File: src/rtl/core/plg_pkg.sv
// ----------------------------------------------------------------------------
// plg_pkg
// Shared types, constants and helper functions for the Playfair digram cipher.
// ----------------------------------------------------------------------------
`timescale 1ns / 1ps
`default_nettype none

package plg_pkg;

  localparam int SQ_DIM    = 5;
  localparam int LAST_POS  = SQ_DIM - 1;
  localparam int LETTER_W  = 5;
  localparam int ROW_W     = SQ_DIM * LETTER_W;
  localparam int CELLS     = SQ_DIM * SQ_DIM;
  localparam int CFG_IDX_W = 3;
  localparam int POS_W     = $clog2(SQ_DIM);
  localparam int AXIS_W    = 16;

  localparam logic [LETTER_W-1:0] CODE_I = 5'd8;
  localparam logic [LETTER_W-1:0] CODE_J = 5'd9;

  typedef logic [LETTER_W-1:0] letter_t;
  typedef logic [POS_W-1:0]    pos_t;
  typedef letter_t [SQ_DIM-1:0] row_t;
  typedef row_t [SQ_DIM-1:0]    square_t;
  typedef logic [CELLS-1:0]     hit_t;

  typedef enum logic {
    OP_ENCRYPT = 1'b0,
    OP_DECRYPT = 1'b1
  } op_t;

  // Square after reset: a b c d e / f g h i k / l m n o p / q r s t u / v w x y z
  localparam logic [ROW_W-1:0] ROW_RESET [SQ_DIM] = '{
    25'd4294688, 25'd10755269, 25'd16201099, 25'd21613104, 25'd27025109
  };

  typedef struct packed {
    op_t     op;
    letter_t first_letter;
    letter_t second_letter;
  } digram_t;

  typedef struct packed {
    op_t  op;
    hit_t hit1;
    hit_t hit2;
  } match_t;

  typedef struct packed {
    op_t  op;
    logic found;
    pos_t r1;
    pos_t c1;
    pos_t r2;
    pos_t c2;
  } locate_t;

  typedef struct packed {
    letter_t first_out;
    letter_t second_out;
    logic    not_found;
  } result_t;

  // Lowest set bit of a five-wide vector, zero when none.
  function automatic pos_t first_set(input logic [SQ_DIM-1:0] v);
    pos_t idx;
    idx = '0;
    for (int i = SQ_DIM - 1; i >= 0; i--) begin
      if (v[i]) begin
        idx = pos_t'(i);
      end
    end
    return idx;
  endfunction

  // Move one place forward (encrypt) or back (decrypt), wrapping.
  function automatic pos_t step_pos(input pos_t p, input op_t op);
    pos_t q;
    case (op)
      OP_ENCRYPT: q = (p == pos_t'(LAST_POS)) ? '0 : p + pos_t'(1);
      OP_DECRYPT: q = (p == '0) ? pos_t'(LAST_POS) : p - pos_t'(1);
      default:    q = p;
    endcase
    return q;
  endfunction

endpackage

`default_nettype wire

File: src/rtl/core/plg_key_square.sv
// ----------------------------------------------------------------------------
// plg_key_square
// Five row registers of the 5x5 key square, written through the config port.
// ----------------------------------------------------------------------------
`timescale 1ns / 1ps
`default_nettype none

module plg_key_square
  import plg_pkg::*;
(
  input  wire logic                 clk,
  input  wire logic                 rst,
  input  wire logic                 cfg_we,
  input  wire logic [CFG_IDX_W-1:0] cfg_index,
  input  wire logic [ROW_W-1:0]     cfg_data,
  output square_t                   square
);

  always_ff @(posedge clk) begin
    if (rst) begin
      for (int r = 0; r < SQ_DIM; r++) begin
        square[r] <= row_t'(ROW_RESET[r]);
      end
    end else if (cfg_we) begin
      for (int r = 0; r < SQ_DIM; r++) begin
        if (cfg_index == CFG_IDX_W'(r)) begin
          square[r] <= row_t'(cfg_data);
        end
      end
    end
  end

endmodule

`default_nettype wire

File: src/rtl/core/plg_match.sv
// ----------------------------------------------------------------------------
// plg_match
// Stage 1: compare both letters against every cell of the key square.
// ----------------------------------------------------------------------------
`timescale 1ns / 1ps
`default_nettype none

module plg_match
  import plg_pkg::*;
(
  input  wire logic    clk,
  input  wire logic    rst,
  input  wire square_t square,
  input  wire logic    in_valid,
  output logic         in_ready,
  input  wire digram_t in_data,
  output logic         out_valid,
  input  wire logic    out_ready,
  output match_t       out_data
);

  letter_t a_key;
  letter_t b_key;
  hit_t    hit1;
  hit_t    hit2;

  // Look up j as i
  assign a_key = (in_data.first_letter == CODE_J) ? CODE_I : in_data.first_letter;
  assign b_key = (in_data.second_letter == CODE_J) ? CODE_I : in_data.second_letter;

  always_comb begin
    for (int r = 0; r < SQ_DIM; r++) begin
      for (int c = 0; c < SQ_DIM; c++) begin
        hit1[r*SQ_DIM + c] = (square[r][c] == a_key);
        hit2[r*SQ_DIM + c] = (square[r][c] == b_key);
      end
    end
  end

  assign in_ready = !out_valid || out_ready;

  always_ff @(posedge clk) begin
    if (rst) begin
      out_valid <= 1'b0;
    end else if (in_ready) begin
      out_valid <= in_valid;
    end
  end

  always_ff @(posedge clk) begin
    if (in_ready && in_valid) begin
      out_data.op   <= in_data.op;
      out_data.hit1 <= hit1;
      out_data.hit2 <= hit2;
    end
  end

endmodule

`default_nettype wire

File: src/rtl/core/plg_locate.sv
// ----------------------------------------------------------------------------
// plg_locate
// Stage 2: reduce match vectors to the first row and column in row-major order.
// ----------------------------------------------------------------------------
`timescale 1ns / 1ps
`default_nettype none

module plg_locate
  import plg_pkg::*;
(
  input  wire logic    clk,
  input  wire logic    rst,
  input  wire logic    in_valid,
  output logic         in_ready,
  input  wire match_t  in_data,
  output logic         out_valid,
  input  wire logic    out_ready,
  output locate_t      out_data
);

  logic [SQ_DIM-1:0] row_any1;
  logic [SQ_DIM-1:0] row_any2;
  logic [SQ_DIM-1:0] row_sel1;
  logic [SQ_DIM-1:0] row_sel2;
  pos_t              r1;
  pos_t              r2;
  pos_t              c1;
  pos_t              c2;
  logic              found;

  always_comb begin
    for (int r = 0; r < SQ_DIM; r++) begin
      row_any1[r] = |in_data.hit1[r*SQ_DIM +: SQ_DIM];
      row_any2[r] = |in_data.hit2[r*SQ_DIM +: SQ_DIM];
    end
    r1 = first_set(row_any1);
    r2 = first_set(row_any2);
    row_sel1 = '0;
    row_sel2 = '0;
    for (int r = 0; r < SQ_DIM; r++) begin
      if (r1 == pos_t'(r)) begin
        row_sel1 = in_data.hit1[r*SQ_DIM +: SQ_DIM];
      end
      if (r2 == pos_t'(r)) begin
        row_sel2 = in_data.hit2[r*SQ_DIM +: SQ_DIM];
      end
    end
    c1 = first_set(row_sel1);
    c2 = first_set(row_sel2);
    found = (|row_any1) && (|row_any2);
  end

  assign in_ready = !out_valid || out_ready;

  always_ff @(posedge clk) begin
    if (rst) begin
      out_valid <= 1'b0;
    end else if (in_ready) begin
      out_valid <= in_valid;
    end
  end

  always_ff @(posedge clk) begin
    if (in_ready && in_valid) begin
      out_data.op    <= in_data.op;
      out_data.found <= found;
      out_data.r1    <= r1;
      out_data.c1    <= c1;
      out_data.r2    <= r2;
      out_data.c2    <= c2;
    end
  end

endmodule

`default_nettype wire

File: src/rtl/core/plg_xform.sv
// ----------------------------------------------------------------------------
// plg_xform
// Stage 3: apply the row, column or rectangle rule and read the output cells.
// ----------------------------------------------------------------------------
`timescale 1ns / 1ps
`default_nettype none

module plg_xform
  import plg_pkg::*;
(
  input  wire logic    clk,
  input  wire logic    rst,
  input  wire square_t square,
  input  wire logic    in_valid,
  output logic         in_ready,
  input  wire locate_t in_data,
  output logic         out_valid,
  input  wire logic    out_ready,
  output result_t      out_data
);

  pos_t    nr1;
  pos_t    nc1;
  pos_t    nr2;
  pos_t    nc2;
  result_t res;

  always_comb begin
    if (in_data.r1 == in_data.r2) begin
      nr1 = in_data.r1;
      nr2 = in_data.r2;
      nc1 = step_pos(in_data.c1, in_data.op);
      nc2 = step_pos(in_data.c2, in_data.op);
    end else if (in_data.c1 == in_data.c2) begin
      nr1 = step_pos(in_data.r1, in_data.op);
      nr2 = step_pos(in_data.r2, in_data.op);
      nc1 = in_data.c1;
      nc2 = in_data.c2;
    end else begin
      nr1 = in_data.r1;
      nr2 = in_data.r2;
      nc1 = in_data.c2;
      nc2 = in_data.c1;
    end
  end

  always_comb begin
    res = '0;
    if (!in_data.found) begin
      res.not_found = 1'b1;
    end else begin
      for (int r = 0; r < SQ_DIM; r++) begin
        for (int c = 0; c < SQ_DIM; c++) begin
          if (nr1 == pos_t'(r) && nc1 == pos_t'(c)) begin
            res.first_out = square[r][c];
          end
          if (nr2 == pos_t'(r) && nc2 == pos_t'(c)) begin
            res.second_out = square[r][c];
          end
        end
      end
    end
  end

  assign in_ready = !out_valid || out_ready;

  always_ff @(posedge clk) begin
    if (rst) begin
      out_valid <= 1'b0;
    end else if (in_ready) begin
      out_valid <= in_valid;
    end
  end

  always_ff @(posedge clk) begin
    if (in_ready && in_valid) begin
      out_data <= res;
    end
  end

endmodule

`default_nettype wire

File: src/rtl/core/playfair_digram_cipher.sv
// ----------------------------------------------------------------------------
// playfair_digram_cipher
// Streaming Playfair digram encrypt/decrypt under a configurable key square.
// ----------------------------------------------------------------------------
// One digram enters per cycle while the output is not stalled, and its result
// leaves from the output register of the third stage; throughput is one digram
// per clock with no gaps while m_axis_tready stays high. The three stages are
// cell compare, first-match row/column location, and rule selection with the
// cell read. Stalls on the output back up through the stage valid bits without
// loss. Rewrite the key square rows only while no digram is in flight.
// ----------------------------------------------------------------------------
`timescale 1ns / 1ps
`default_nettype none

module playfair_digram_cipher
  import plg_pkg::*;
(
  input  wire logic                 clk,
  input  wire logic                 rst,
  input  wire logic                 cfg_we,
  input  wire logic [CFG_IDX_W-1:0] cfg_index,
  input  wire logic [ROW_W-1:0]     cfg_data,
  input  wire logic                 s_axis_tvalid,
  output logic                      s_axis_tready,
  // [0] opcode, [5:1] first_letter, [10:6] second_letter, [15:11] zero
  input  wire logic [AXIS_W-1:0]    s_axis_tdata,
  output logic                      m_axis_tvalid,
  input  wire logic                 m_axis_tready,
  // [4:0] first_out, [9:5] second_out, [10] not_found, [15:11] zero
  output logic [AXIS_W-1:0]         m_axis_tdata
);

  square_t square;
  digram_t din;
  match_t  s1_data;
  locate_t s2_data;
  result_t s3_data;
  logic    s1_valid;
  logic    s1_ready;
  logic    s2_valid;
  logic    s2_ready;

  assign din.op            = op_t'(s_axis_tdata[0]);
  assign din.first_letter  = s_axis_tdata[5:1];
  assign din.second_letter = s_axis_tdata[10:6];

  plg_key_square u_square (
    .clk       (clk),
    .rst       (rst),
    .cfg_we    (cfg_we),
    .cfg_index (cfg_index),
    .cfg_data  (cfg_data),
    .square    (square)
  );

  plg_match u_match (
    .clk       (clk),
    .rst       (rst),
    .square    (square),
    .in_valid  (s_axis_tvalid),
    .in_ready  (s_axis_tready),
    .in_data   (din),
    .out_valid (s1_valid),
    .out_ready (s1_ready),
    .out_data  (s1_data)
  );

  plg_locate u_locate (
    .clk       (clk),
    .rst       (rst),
    .in_valid  (s1_valid),
    .in_ready  (s1_ready),
    .in_data   (s1_data),
    .out_valid (s2_valid),
    .out_ready (s2_ready),
    .out_data  (s2_data)
  );

  plg_xform u_xform (
    .clk       (clk),
    .rst       (rst),
    .square    (square),
    .in_valid  (s2_valid),
    .in_ready  (s2_ready),
    .in_data   (s2_data),
    .out_valid (m_axis_tvalid),
    .out_ready (m_axis_tready),
    .out_data  (s3_data)
  );

  assign m_axis_tdata = {5'b0, s3_data.not_found, s3_data.second_out, s3_data.first_out};

endmodule

`default_nettype wire

File: config.mk
export PLATFORM = sky130hd
export DESIGN_NAME = playfair_digram_cipher
export DESIGN_NICKNAME = d
export VERILOG_FILES = /design/src/rtl/core/plg_pkg.sv /design/src/rtl/core/plg_key_square.sv /design/src/rtl/core/plg_match.sv /design/src/rtl/core/plg_locate.sv /design/src/rtl/core/plg_xform.sv /design/src/rtl/core/playfair_digram_cipher.sv
export SDC_FILE = /design/constraint.sdc
export NUM_CORES = 1
export LEC_CHECK = 0
export BUFFER_PORTS_ARGS = -buffer_cell sky130_fd_sc_hd__buf_2
export CELL_PAD_IN_SITES_DETAIL_PLACEMENT = 1
export CELL_PAD_IN_SITES_GLOBAL_PLACEMENT = 2
export CORE_ASPECT_RATIO = 1.1
export CORE_MARGIN = 2
export CORE_UTILIZATION = 38
export CTS_CLUSTER_DIAMETER = 60
export DETAILED_ROUTE_END_ITERATION = 12
export GPL_TIMING_DRIVEN = 0
export PLACE_DENSITY = 0.86
export SYNTH_ARGS = -nofsm -noshare
export SYNTH_HDL_FRONTEND = slang
export SYNTH_SLANG_ARGS = --single-unit
File: constraint.sdc
create_clock -name clk -period 5.15 [get_ports clk]
set_clock_uncertainty 0.2 [all_clocks]
set_input_delay 1.545 -clock clk [delete_from_list [all_inputs] [get_ports clk]]
set_output_delay 1.545 -clock clk [all_outputs]
set_load 0.1 [all_outputs]
==> results.md <==
- Status: complete, no violations
- Worst hold path type: flip-flop to flip-flop
- Switch Pwr: 1390 uW
- Slew HR: 13.7%
- Initial Util: 38.8%
- Num rows: 74
- Largest net degree at the start of global routing: 27
- FMAX: 201 MHz
- Yosys Warn Count: 0
- CP Launch Type: flip-flop
- Worst Path Required: 5.26 ns
- Yosys cell types: 97
- ANT nets after route: 0
- Setup crit end kind: flip-flop
- Slew Limit Fails: 0
- Longest Clk Path Bufs: 3
- Area of the die: 39700 um^2
- Pwr/cell area: 272 nW/um^2
- # IOs: 67
- Vias in the first global route: 14687
- RSZ-0062 raised after global routing: false
- Final Routed Wirelength: 71.3 mm
- Worst Tran Pin Value: 1.29 ns
- Power after layout: 4410 uW
- Mapped Cells: 1796
- Crit Path Class: flip-flop to flip-flop
- Core region area: 37300 um^2
- CTS tree: built
- Worst VDD drop: 250 uV
- DR vias/cell: 6.04
- Initial antenna violation count: 0
- Endpoints failing hold: 0
- Syn Std Cell Area: 14500 um^2
- Hold Path Stages: 0
- Detail Placement HPWL: 58.2 mm
- Post-synth EDFFs: 76
- Nets@finish: 1936
- FF+latch count, synth: 204
- GR peak layer: met2
- DIE WIDTH: 190 um
- Reg clk slew, reported paths: 0.06 ns
- Setup bufs post-CTS: 0
- Post-route cell area: 16200 um^2
- Total number of vias: 14416
- Gr ovfl total: 0
- TritonCTS sink count: 204
- Share of cells above drive strength 1: 8.87%
- Reg2Reg Depth: 14
- Final worst slack: 0.182 ns
- Final Util: 43.4%
- Final GP Congestion: 1.03
- Worst skew pair latency: 0.55 ns
- Drt pass-1 iters: 5
- Synth-to-Final Area Change: 11.9%
- 1st-iter DRT viols: 1177
- Fraction of power spent switching nets: 31.6%
- First-pass GRT wire length: 102 mm
- Clk pwr share: 39.0%
- Met3 usage: 4.11%
- Max cap viols: 0
- Pre-CTS setup slack: 0.288 ns
- Top FF cell, synth: dfxtp_1
- All-Layer GR Usage: 35.6%
- Post_cts resized: 0
- Most common cell after layout, fill and taps aside: nand2_1
- Synthesized area per cell: 8.06 um^2
- Logic pwr share: 19.5%
- Root Driver: clkbuf_16
- Register area share after synthesis: 33.5%
- Clock H-tree levels: 1
- Final min period: 4.97 ns
- N_diodes: 0
- Wire per inst: 29.9 um
- Met1 usage: 45.6%
- Internal: 3020 uW
- Endpoints failing setup: 0
- Leak Pwr: 0.00553 uW
- Hold-fix buffers, CTS: 0
- Final Cycle Share: 96.5%
- Die Y: 209 um
- # DRC: 0
- Sequential Power Share: 41.5%
- Placed standard-cell area: 15400 um^2
- Crit path DAT: 5.08 ns
- Most frequent cells in the layout: 319 x nand2_1, 253 x xnor2_1, 144 x nor2_1, 143 x a21oi_1, 128 x dfxtp_1
- CP max FO: 10
- CTS Buf Count: 25
- Asr flop ratio synth: 0%
- GRT met2 Usage: 59.8%
- IO buf count: 46
==> worst paths after layout <==
path	from	to	slack [ns]
max reg2reg	u_locate.out_data[0]	u_xform.out_data[5]	0.18
min	u_match.out_data[50]	u_locate.out_data[13]	0.23
max	u_locate.out_data[0]	u_xform.out_data[5]	0.18
min reg2reg	u_match.out_data[50]	u_locate.out_data[13]	0.23
==> cell usage after synthesis (5+ instances only) <==
cell type  count  area, um^2
nor2b_1       12        75.1
nand3_1       21         105
nand3b_1      57         428
o211ai_1      10        75.1
o21a_1         7        52.6
xnor2_1      253        2220
a211oi_1      19         143
buf_1          9        33.8
a221oi_1      11        96.3
o2bb2ai_1      6        52.6
ha_1          12         150
clkbuf_1      87         327
o21ai_1        8        40.0
buf_4         10        75.1
a222oi_1       8        80.1
inv_1         31         116
and2_1         9        56.3
o21ai_0       64         320
a22oi_1       11        82.6
o2111ai_1      8        70.1
a21o_1         7        52.6
a2bb2oi_1      6        52.6
nand2b_1      12        75.1
edfxtp_1      76        2280
o221ai_1       7        61.3
nor3_1        29         145
nand4_1       53         332
o31ai_1        8        60.1
buf_2         30         150
nor3b_1       12        90.1
a31oi_1       12        75.1
nand2_1      319        1200
o22a_1         6        52.6
mux2i_1       11         110
nor2_1       144         541
a21oi_1      143         716
o22ai_1       26         163
or4_1          9        67.6
dfxtp_1      128        2560
and3_1         5        31.3
==> cells by family (layout without fill, tap and decap cells) <==
logic type,count (synthesis),after routing,synth area share [%]
other cells,1,5,0.0259
buf+inv,169,262,5.00
compound gates,428,428,20.1
fa+ha+maj,12,12,1.04
mux,20,20,1.66
flops,204,204,33.5
xor+xnor,258,258,15.8
simple gates,704,704,22.9
==> sequential cells by signal, indices dropped and copies added, names as in the netlist <==
signal / flops
u_locate.out_valid: 1
u_match.out_data: 51
u_locate.out_data: 14
u_xform.out_valid: 1
u_match.out_valid: 1
u_square.square: 125
u_xform.out_data: 11
==> layer usage <==
layer	up-vias	wire, um
met4	0	3630
met5	-	0
met2	563	33600
met1	7172	30000
met3	152	4090
li1	6529	-
==> layout make-up <==
class,instances,area (um^2)
clock buffers,36,732
fillers,4519,21100
repair buffers,48,269
inverters,31,116
multi-input cells,1427,8940
well taps,494,618
plain buffers,138,608
flip-flops and latches,204,4840
clock inverters,9,68.8
==> per-stage QoR <==
step | instances | setup TNS (ns) | hold slack, ns
floorplan | 1800 | 0 | 0.200
global placement | 2340 | -29.56 | 0.219
detailed placement | 2342 | 0 | 0.218
CTS | 2387 | 0 | 0.228
global route | 2387 | 0 | 0.240
finish | 2387 | 0 | 0.227
==> worst max-delay path, cell delays in order (launching register included) <==
cell	delay [ns]
edfxtp_1	0.44
buf_2	0.31
inv_1	0.17
ha_1	0.25
buf_4	0.17
nor2_1	0.10
mux4_2	0.23
buf_2	0.24
nand2_1	0.10
o21ai_1	0.58
clkbuf_1	0.68
nand2_1	0.13
a21oi_1	0.36
o221ai_1	0.30
a211oi_1	0.46
==> power by group through the flow <==
stage | logic (uW) | registers (uW) | clock network [uW]
finish | 858 | 1830 | 1720
global placement | 819 | 1860 | 0
global route | 910 | 1830 | 1790
floorplan | 544 | 1840 | 0
CTS | 845 | 1830 | 1730
detailed placement | 841 | 1860 | 0
Note: power is estimated with default switching activity, not from simulation.
